[src/design/dq_pkg.sv]
// Shared types and constants for the double-ended queue block.
`timescale 1ns / 1ps

package dq_pkg;

    // Fixed port widths
    localparam int OP_W      = 3;
    localparam int VAL_W     = 32;
    localparam int CNT_OUT_W = 5;

    // Operation codes
    localparam logic [OP_W-1:0] OP_PUSH_R = 3'd0;
    localparam logic [OP_W-1:0] OP_POP_L  = 3'd1;
    localparam logic [OP_W-1:0] OP_POP_R  = 3'd2;
    localparam logic [OP_W-1:0] OP_PEEK_L = 3'd3;
    localparam logic [OP_W-1:0] OP_PEEK_R = 3'd4;

    // Controller to datapath commands
    typedef struct packed {
        logic load;   // capture the incoming beat
        logic exec;   // run the operation: memory access and pointer update
    } t_dq_cmd;

endpackage

[src/design/dq_ram.sv]
// Generic single-write, single-read RAM with registered read data.
`timescale 1ns / 1ps

module dq_ram #(
    parameter int W = 32,
    parameter int D = 16
) (
    input  logic                 i_clk,
    input  logic                 i_we,
    input  logic [$clog2(D)-1:0] i_waddr,
    input  logic [W-1:0]         i_wdata,
    input  logic                 i_re,
    input  logic [$clog2(D)-1:0] i_raddr,
    output logic [W-1:0]         o_rdata
);

    logic [W-1:0] r_mem [D];
    logic [W-1:0] r_rdata;

    // Write port
    always_ff @(posedge i_clk) begin
        if (i_we) begin
            r_mem[i_waddr] <= i_wdata;
        end
    end

    // Registered read port, holds between reads
    always_ff @(posedge i_clk) begin
        if (i_re) begin
            r_rdata <= r_mem[i_raddr];
        end
    end

    assign o_rdata = r_rdata;

endmodule

[src/design/dq_ctrl.sv]
// Controller state machine for the double-ended queue.
`timescale 1ns / 1ps

module dq_ctrl
    import dq_pkg::*;
(
    input  logic    i_clk,
    input  logic    i_rst_n,
    input  logic    i_start,
    output logic    o_busy,
    output logic    o_valid,
    output t_dq_cmd o_cmd
);

    localparam logic [1:0] S_IDLE = 2'd0;
    localparam logic [1:0] S_EXEC = 2'd1;
    localparam logic [1:0] S_RESP = 2'd2;

    logic [1:0] r_state;
    logic [1:0] n_state;
    logic       w_accept;

    // A new beat may be taken while the previous result is shown
    assign w_accept = i_start && (r_state != S_EXEC);

    // Next state
    always_comb begin
        n_state = r_state;
        case (r_state)
            S_IDLE: begin
                if (w_accept) n_state = S_EXEC;
            end
            S_EXEC: begin
                n_state = S_RESP;
            end
            S_RESP: begin
                n_state = w_accept ? S_EXEC : S_IDLE;
            end
            default: begin
                n_state = S_IDLE;
            end
        endcase
    end

    // State register
    always_ff @(posedge i_clk) begin
        if (!i_rst_n) begin
            r_state <= S_IDLE;
        end else begin
            r_state <= n_state;
        end
    end

    // Outputs and commands
    assign o_busy     = (r_state == S_EXEC);
    assign o_valid    = (r_state == S_RESP);
    assign o_cmd.load = w_accept;
    assign o_cmd.exec = (r_state == S_EXEC);

endmodule

[src/design/dq_datapath.sv]
// Datapath: ring pointers, entry count, fault decode and entry memory.
`timescale 1ns / 1ps

module dq_datapath
    import dq_pkg::*;
#(
    parameter int DEPTH = 16,
    parameter int WIDTH = 32
) (
    input  logic                 i_clk,
    input  logic                 i_rst_n,
    input  t_dq_cmd              i_cmd,
    input  logic [OP_W-1:0]      i_operation,
    input  logic [VAL_W-1:0]     i_push_value,
    output logic [VAL_W-1:0]     o_read_value,
    output logic                 o_now_empty,
    output logic [CNT_OUT_W-1:0] o_entry_count,
    output logic                 o_fault
);

    localparam int AW = $clog2(DEPTH);
    localparam int CW = $clog2(DEPTH + 1);
    localparam logic [AW-1:0] PTR_LAST = AW'(DEPTH - 1);
    localparam logic [CW-1:0] CNT_FULL = CW'(DEPTH);

    // Captured beat
    logic [OP_W-1:0]  r_op;
    logic [VAL_W-1:0] r_push_value;

    // Queue state
    logic [AW-1:0] r_left;
    logic [AW-1:0] r_right;
    logic [CW-1:0] r_count;

    // Result flags
    logic r_rd_ok;
    logic r_fault;

    // Decode and memory controls
    logic          w_is_push, w_is_left, w_is_right, w_is_pop, w_known;
    logic          w_empty, w_full, w_fault;
    logic          w_we, w_re;
    logic [AW-1:0] w_left_fwd, w_right_fwd, w_right_back, w_raddr;
    logic [WIDTH-1:0] w_wdata, w_rdata;

    // Capture the beat on accept
    always_ff @(posedge i_clk) begin
        if (i_cmd.load) begin
            r_op         <= i_operation;
            r_push_value <= i_push_value;
        end
    end

    // Operation decode
    always_comb begin
        w_is_push  = (r_op == OP_PUSH_R);
        w_is_left  = (r_op == OP_POP_L) || (r_op == OP_PEEK_L);
        w_is_right = (r_op == OP_POP_R) || (r_op == OP_PEEK_R);
        w_is_pop   = (r_op == OP_POP_L) || (r_op == OP_POP_R);
        w_known    = w_is_push || w_is_left || w_is_right;
        w_empty    = (r_count == '0);
        w_full     = (r_count == CNT_FULL);
        w_fault    = !w_known || (w_is_push && w_full)
                     || ((w_is_left || w_is_right) && w_empty);
    end

    // Pointer steps, wrapping at DEPTH
    assign w_left_fwd   = (r_left == PTR_LAST) ? '0 : r_left + AW'(1);
    assign w_right_fwd  = (r_right == PTR_LAST) ? '0 : r_right + AW'(1);
    assign w_right_back = (r_right == '0) ? PTR_LAST : r_right - AW'(1);

    // Memory access during execute
    assign w_we    = i_cmd.exec && w_is_push && !w_fault;
    assign w_re    = i_cmd.exec && (w_is_left || w_is_right) && !w_fault;
    assign w_raddr = w_is_left ? r_left : w_right_back;
    assign w_wdata = WIDTH'(r_push_value);

    dq_ram #(
        .W (WIDTH),
        .D (DEPTH)
    ) u_ram (
        .i_clk   (i_clk),
        .i_we    (w_we),
        .i_waddr (r_right),
        .i_wdata (w_wdata),
        .i_re    (w_re),
        .i_raddr (w_raddr),
        .o_rdata (w_rdata)
    );

    // Pointer and count update
    always_ff @(posedge i_clk) begin
        if (!i_rst_n) begin
            r_left  <= '0;
            r_right <= '0;
            r_count <= '0;
        end else if (i_cmd.exec && !w_fault) begin
            if (w_is_push) begin
                r_right <= w_right_fwd;
                r_count <= r_count + CW'(1);
            end else if (w_is_pop) begin
                if (w_is_left) begin
                    r_left <= w_left_fwd;
                end else begin
                    r_right <= w_right_back;
                end
                r_count <= r_count - CW'(1);
            end
        end
    end

    // Result flags
    always_ff @(posedge i_clk) begin
        if (!i_rst_n) begin
            r_rd_ok <= 1'b0;
            r_fault <= 1'b0;
        end else if (i_cmd.exec) begin
            r_rd_ok <= w_re;
            r_fault <= w_fault;
        end
    end

    // Result beat
    assign o_read_value  = r_rd_ok ? VAL_W'(w_rdata) : '0;
    assign o_now_empty   = (r_count == '0);
    assign o_entry_count = CNT_OUT_W'(r_count);
    assign o_fault       = r_fault;

endmodule

[src/design/double_ended_queue_top.sv]
// The result strobe comes in the response state, which follows the execute state
// entered at the accept edge. The block takes no new beat while executing; a new
// beat is taken in the cycle that shows the previous result.
// Reset (synchronous, active low) empties the queue: pointers and count clear;
// memory contents are not cleared, and no clearing pass is run.
// The receiver cannot stall; each result is shown for exactly one cycle.
`timescale 1ns / 1ps

module double_ended_queue_top
    import dq_pkg::*;
#(
    parameter int DEPTH = 16,
    parameter int WIDTH = 32
) (
    input  logic                 i_clk,
    input  logic                 i_rst_n,
    input  logic                 start,
    output logic                 busy,
    input  logic [OP_W-1:0]      i_operation,
    input  logic [VAL_W-1:0]     i_push_value,
    output logic                 o_valid,
    output logic [VAL_W-1:0]     o_read_value,
    output logic                 o_now_empty,
    output logic [CNT_OUT_W-1:0] o_entry_count,
    output logic                 o_fault
);

    t_dq_cmd w_cmd;

    // Sequencing
    dq_ctrl u_ctrl (
        .i_clk   (i_clk),
        .i_rst_n (i_rst_n),
        .i_start (start),
        .o_busy  (busy),
        .o_valid (o_valid),
        .o_cmd   (w_cmd)
    );

    // Queue storage and bookkeeping
    dq_datapath #(
        .DEPTH (DEPTH),
        .WIDTH (WIDTH)
    ) u_dp (
        .i_clk         (i_clk),
        .i_rst_n       (i_rst_n),
        .i_cmd         (w_cmd),
        .i_operation   (i_operation),
        .i_push_value  (i_push_value),
        .o_read_value  (o_read_value),
        .o_now_empty   (o_now_empty),
        .o_entry_count (o_entry_count),
        .o_fault       (o_fault)
    );

endmodule

[config.mk]
export PLATFORM = sky130hd
export DESIGN_NAME = double_ended_queue_top
export DESIGN_NICKNAME = d
export VERILOG_FILES = /design/src/design/dq_pkg.sv /design/src/design/dq_ram.sv /design/src/design/dq_ctrl.sv /design/src/design/dq_datapath.sv /design/src/design/double_ended_queue_top.sv
export SDC_FILE = /design/constraint.sdc
export NUM_CORES = 1
export LEC_CHECK = 0
export ABC_AREA = 1
export BUFFER_PORTS_ARGS = -buffer_cell sky130_fd_sc_hd__buf_2
export CAP_MARGIN = 25
export CORE_MARGIN = 2
export CORE_UTILIZATION = 45
export CTS_CLUSTER_SIZE = 14
export DETAILED_ROUTE_END_ITERATION = 10
export GPL_TIMING_DRIVEN = 0
export PLACE_DENSITY = 0.62
export SYNTH_ARGS = -nofsm -noshare
export SYNTH_HDL_FRONTEND = slang
export SYNTH_SLANG_ARGS = --single-unit
[constraint.sdc]
create_clock -name i_clk -period 5.2 [get_ports i_clk]
set_input_delay 0.52 -clock i_clk [delete_from_list [all_inputs] [get_ports i_clk]]
set_output_delay 0.52 -clock i_clk [all_outputs]
set_load 0.05 [all_outputs]
==> implementation parameters <==
Parameter                              Value

Routing
  Drt first-iter violations ... 1924
  Final wirelength ... 71300 µm
  Antenna violation net count after detailed routing ... 0
  Vias per cell ... 5.46
  Initial DRT Pass Iterations ... 6
  Wire per inst ... 22.3 µm
  Number of remaining DRC errors ... 0
  Total via count in the routed design ... 17400

Synthesis
  Netlist area before placement ... 25000 µm²
  Sequential-to-total area share from yosys stat ... 0.709
  Mux cell area share after synthesis ... 0
  Ys flop type ... sky130_fd_sc_hd__edfxtp_1
  Synth Register Bits ... 596
  Syn Inst Count ... 2241
  FFs w/ async S/R, synth ... 0
  Cell with the most instances after synthesis ... sky130_fd_sc_hd__nand2_1
  Syn_area_per_cell ... 11.2 µm²
  Number of synthesized flops with an enable pin ... 579
  Simple-Gate Fraction of Synth Area ... 0.234
  Synth cell types ... 28
  Area share of the leading cell type in the synthesized netlist ... 0.695
  Top cell types by occurrence after synthesis ... 811 x sky130_fd_sc_hd__nand2_1, 579 x sky130_fd_sc_hd__edfxtp_1, 458 x sky130_fd_sc_hd__nand3_1
  Cell taking the most area after synthesis ... sky130_fd_sc_hd__edfxtp_1
  Synth Area in XOR/XNOR ... 0.00105
  Area contributors post-synth ... sky130_fd_sc_hd__edfxtp_1 70%, sky130_fd_sc_hd__nand2_1 12%, sky130_fd_sc_hd__nand3_1 9.2%, sky130_fd_sc_hd__buf_2 2.1%, sky130_fd_sc_hd__inv_1 1.4%
  Synthesized-area fraction occupied by adder cells ... 0.00400
  Complex-gate fraction of the synthesized area ... 0.00825
  Net Count, Synth ... 2287
  Largest family of logic cells by synthesized area ... simple AND/OR/NAND/NOR gates
  Yosys warning count ... 0

Run
  Count of max-cap constraint violations ... 0

Final layout
  Post-synthesis to final-layout area growth ... 14.9%
  Register area ... 17700 µm²
  Filler Cells Inserted ... 4773
  Area occupied by multi-input gates ... 6320 µm²
  Layout net count ... 2445
  Cell area after layout ... 28700 µm²
  Share of final-layout standard cells stronger than drive strength 1 ... 0.137
  Number of diodes added for antenna fixing ... 0

Global route
  Total routing usage reported by global routing ... 0.251
  Global-route wire length before repair ... 105000 µm
  Maximum number of pins on one net before global-route repair ... 24
  Initial antenna violation count ... 0
  Vias in the first global route ... 16900
  GR Overflow Total ... 0

Floorplan
  Die area ... 57500 µm²
  Core footprint ... 55000 µm²
  FP Rows ... 86
  Vertical die dimension ... 240 µm
  IO Count ... 79
  Initial core utilization ... 0.455
  Chip width ... 240 µm

Power and ir drop
  Lkg Pwr ... 0.0113 µW
  Internal power ... 7850 µW
  Power per unit of standard cell area ... 356 nW/µm²
  Max rail drop VDD ... 0.277 mV
  Switching pwr ... 2380 µW
  Clk pwr share ... 0.406
  Seq pwr share ... 0.527
  Switching part of the total power ... 0.232
  Combinational share of power ... 0.067

Clocking
  Number of setup buffers added after CTS ... 0
  Total CTS buffers ... 60
  CTS max path bufs ... 3
  Later-pin clock latency in the skew report ... 0.62 ns
  H-tree depth ... 2
  Number of hold buffers added after cts ... 0
  Clock tree from TritonCTS ... built
  Total number of clock tree sinks ... 596
  Reg clk slew, reported paths ... 0.06 ns
  Number of resized instances in the post-cts repair step ... 0
  Root buffer cell ... sky130_fd_sc_hd__clkbuf_16

Critical path
  Largest driver fanout on the critical path ... 10
  Critical path buffers and inverters ... 4
  Critical path required time ... 4.68 ns
  Endpoint type of the worst setup path ... primary output
  Critical path class ... reg -> out
  Crit-path leading delay family ... buffers and inverters
  Master of the slowest instance on the critical path ... sky130_fd_sc_hd__clkbuf_1
  Most prevalent standard cell on the critical path ... sky130_fd_sc_hd__clkbuf_1
  Cell-by-cell listing of the critical path ... clkbuf_1 > clkbuf_1 > nand2_1 > inv_1 > buf_2
  Worst setup SP type ... register
  Critical path's largest stage delay ... 0.73 ns
  Arrival time worst endpoint ... 2.63 ns

Place
  Final weighted congestion of routability-driven global placement ... 0.845
  HPWL after detailed placement ... 47000 µm
  Placed instance area ... 26900 µm²
  Worst setup slack after placement ... 2.19 ns
  Count of input and output buffers ... 78

STA
  Final Max Tran Viols ... 0
  Number of hold violations in the final report ... 0
  Hold Slack ... 0.0666 ns
  Final setup violating endpoints ... 0
  Maximum clock frequency ... 318 MHz
  Transition time at the pin with the least slew margin ... 0.883 ns
  Worst-case clock skew ... 0.0107 ns
  RSZ-0062 raised after global routing ... no
  Crit share post-route ... 0.605
  Final setup TNS ... 0 ns
  Final WS setup ... 2.05 ns
  Tightest slew margin relative to the limit ... 0.411
  Post-route minimum period ... 3.15 ns

Hold path
  Min-delay worst type ... in -> reg

Status
  Status ... complete, no violations
registers in the layout, summed over array words and instances (netlist names):
register,count
u_dp.u_ram.r_mem,512
u_dp.u_ram.o_rdata,32
u_dp.r_op,3
u_dp.r_right,4
u_ctrl.r_state,2
u_dp.o_entry_count,5
u_dp.r_push_value,32
u_dp.o_fault,1
u_dp.r_left,4
u_dp.r_rd_ok,1
cells by family after synthesis:
kind of cell,count (synthesis)
AOI/OAI and AO/OA,40
xor gates and xnor gates,3
adders and majority gates,8
buffers and inverters,236
DFF,596
and+or+nand+nor,1358
metrics by stage:
stage | cells | total power, µW | utilization
final | 3197 | 10200 | 0.523
after global placement | 3067 | 6150 | 0.479
after CTS | 3197 | 10300 | 0.523
after detailed placement | 3085 | 6170 | 0.489
after floorplan | 2241 | 5880 | -
after global routing | 3197 | 10500 | 0.523
layout by cell type, fill, tap and decap left out:
master / instances
sky130_fd_sc_hd__inv_1: 94
sky130_fd_sc_hd__nand3b_1: 32
sky130_fd_sc_hd__a21boi_0: 1
sky130_fd_sc_hd__nand2_2: 4
sky130_fd_sc_hd__inv_2: 4
sky130_fd_sc_hd__xnor2_1: 1
sky130_fd_sc_hd__nand3_2: 1
sky130_fd_sc_hd__edfxtp_1: 579
sky130_fd_sc_hd__o21ai_1: 2
sky130_fd_sc_hd__bufinv_16: 4
sky130_fd_sc_hd__clkbuf_1: 31
sky130_fd_sc_hd__nor2_1: 24
sky130_fd_sc_hd__inv_6: 2
sky130_fd_sc_hd__clkinvlp_4: 1
sky130_fd_sc_hd__nand2_1: 811
sky130_fd_sc_hd__nor3_1: 4
sky130_fd_sc_hd__buf_1: 1
sky130_fd_sc_hd__buf_2: 181
sky130_fd_sc_hd__or2_2: 2
sky130_fd_sc_hd__clkinv_4: 1
sky130_fd_sc_hd__ha_1: 8
sky130_fd_sc_hd__a21oi_1: 15
sky130_fd_sc_hd__o21ai_2: 1
sky130_fd_sc_hd__dfxtp_1: 17
sky130_fd_sc_hd__o21ai_0: 21
sky130_fd_sc_hd__nand3_4: 1
sky130_fd_sc_hd__nand2_4: 2
sky130_fd_sc_hd__nand3_1: 458
sky130_fd_sc_hd__buf_12: 10
sky130_fd_sc_hd__buf_16: 8
sky130_fd_sc_hd__nand4_1: 1
sky130_fd_sc_hd__clkinv_1: 12
sky130_fd_sc_hd__buf_4: 23
sky130_fd_sc_hd__clkinv_2: 11
sky130_fd_sc_hd__nor2_4: 18
sky130_fd_sc_hd__clkbuf_16: 61
sky130_fd_sc_hd__xor2_1: 2
per-layer routing:
layer	global-route usage	part of all wire
met2	0.414	0.48
met3	0.0421	0.082
met4	0.0900	0.031
met5	0	0
met1	0.336	0.41
worst paths after layout:
check                    start                 endpoint  slack, ns  depth (start not counted)
min reg2reg  u_ctrl.r_state[0]        u_ctrl.r_state[0]       0.46                          1
max reg2reg       u_dp.r_op[0]  u_dp.u_ram.r_mem[6][12]       2.16                         10
max               u_dp.r_rd_ok         o_read_value[13]       2.05                          5
min           i_push_value[23]    u_dp.r_push_value[23]       0.07                          1
cell type report:
cell class / instances / area share
Clock inverter: 31 / 0.00884
Sequential cell: 596 / 0.617
Clock buffer: 81 / 0.0557
Tap cell: 748 / 0.0326
Buffer: 138 / 0.0255
Inverter: 98 / 0.0128
Timing Repair Buffer: 96 / 0.0282
Multi-Input combinational cell: 1409 / 0.220
power groups by stage:
stage	registers (µW)	clock network, µW	logic, µW
floorplan	5460	0	417
global placement	5490	0	663
detailed placement	5490	0	676
CTS	5390	4190	679
global route	5400	4360	745
finish	5390	4160	681
worst reg2reg max path, delay by kind of cell (launching register included):
| kind | cells | cell delay [ns] |
|---|---|---|
| flops | 1 | 0.46 |
| compound gates | 1 | 0.10 |
| simple gates | 7 | 1.81 |
| buf+inv | 2 | 0.35 |
Power figures use the tool's default switching activity.
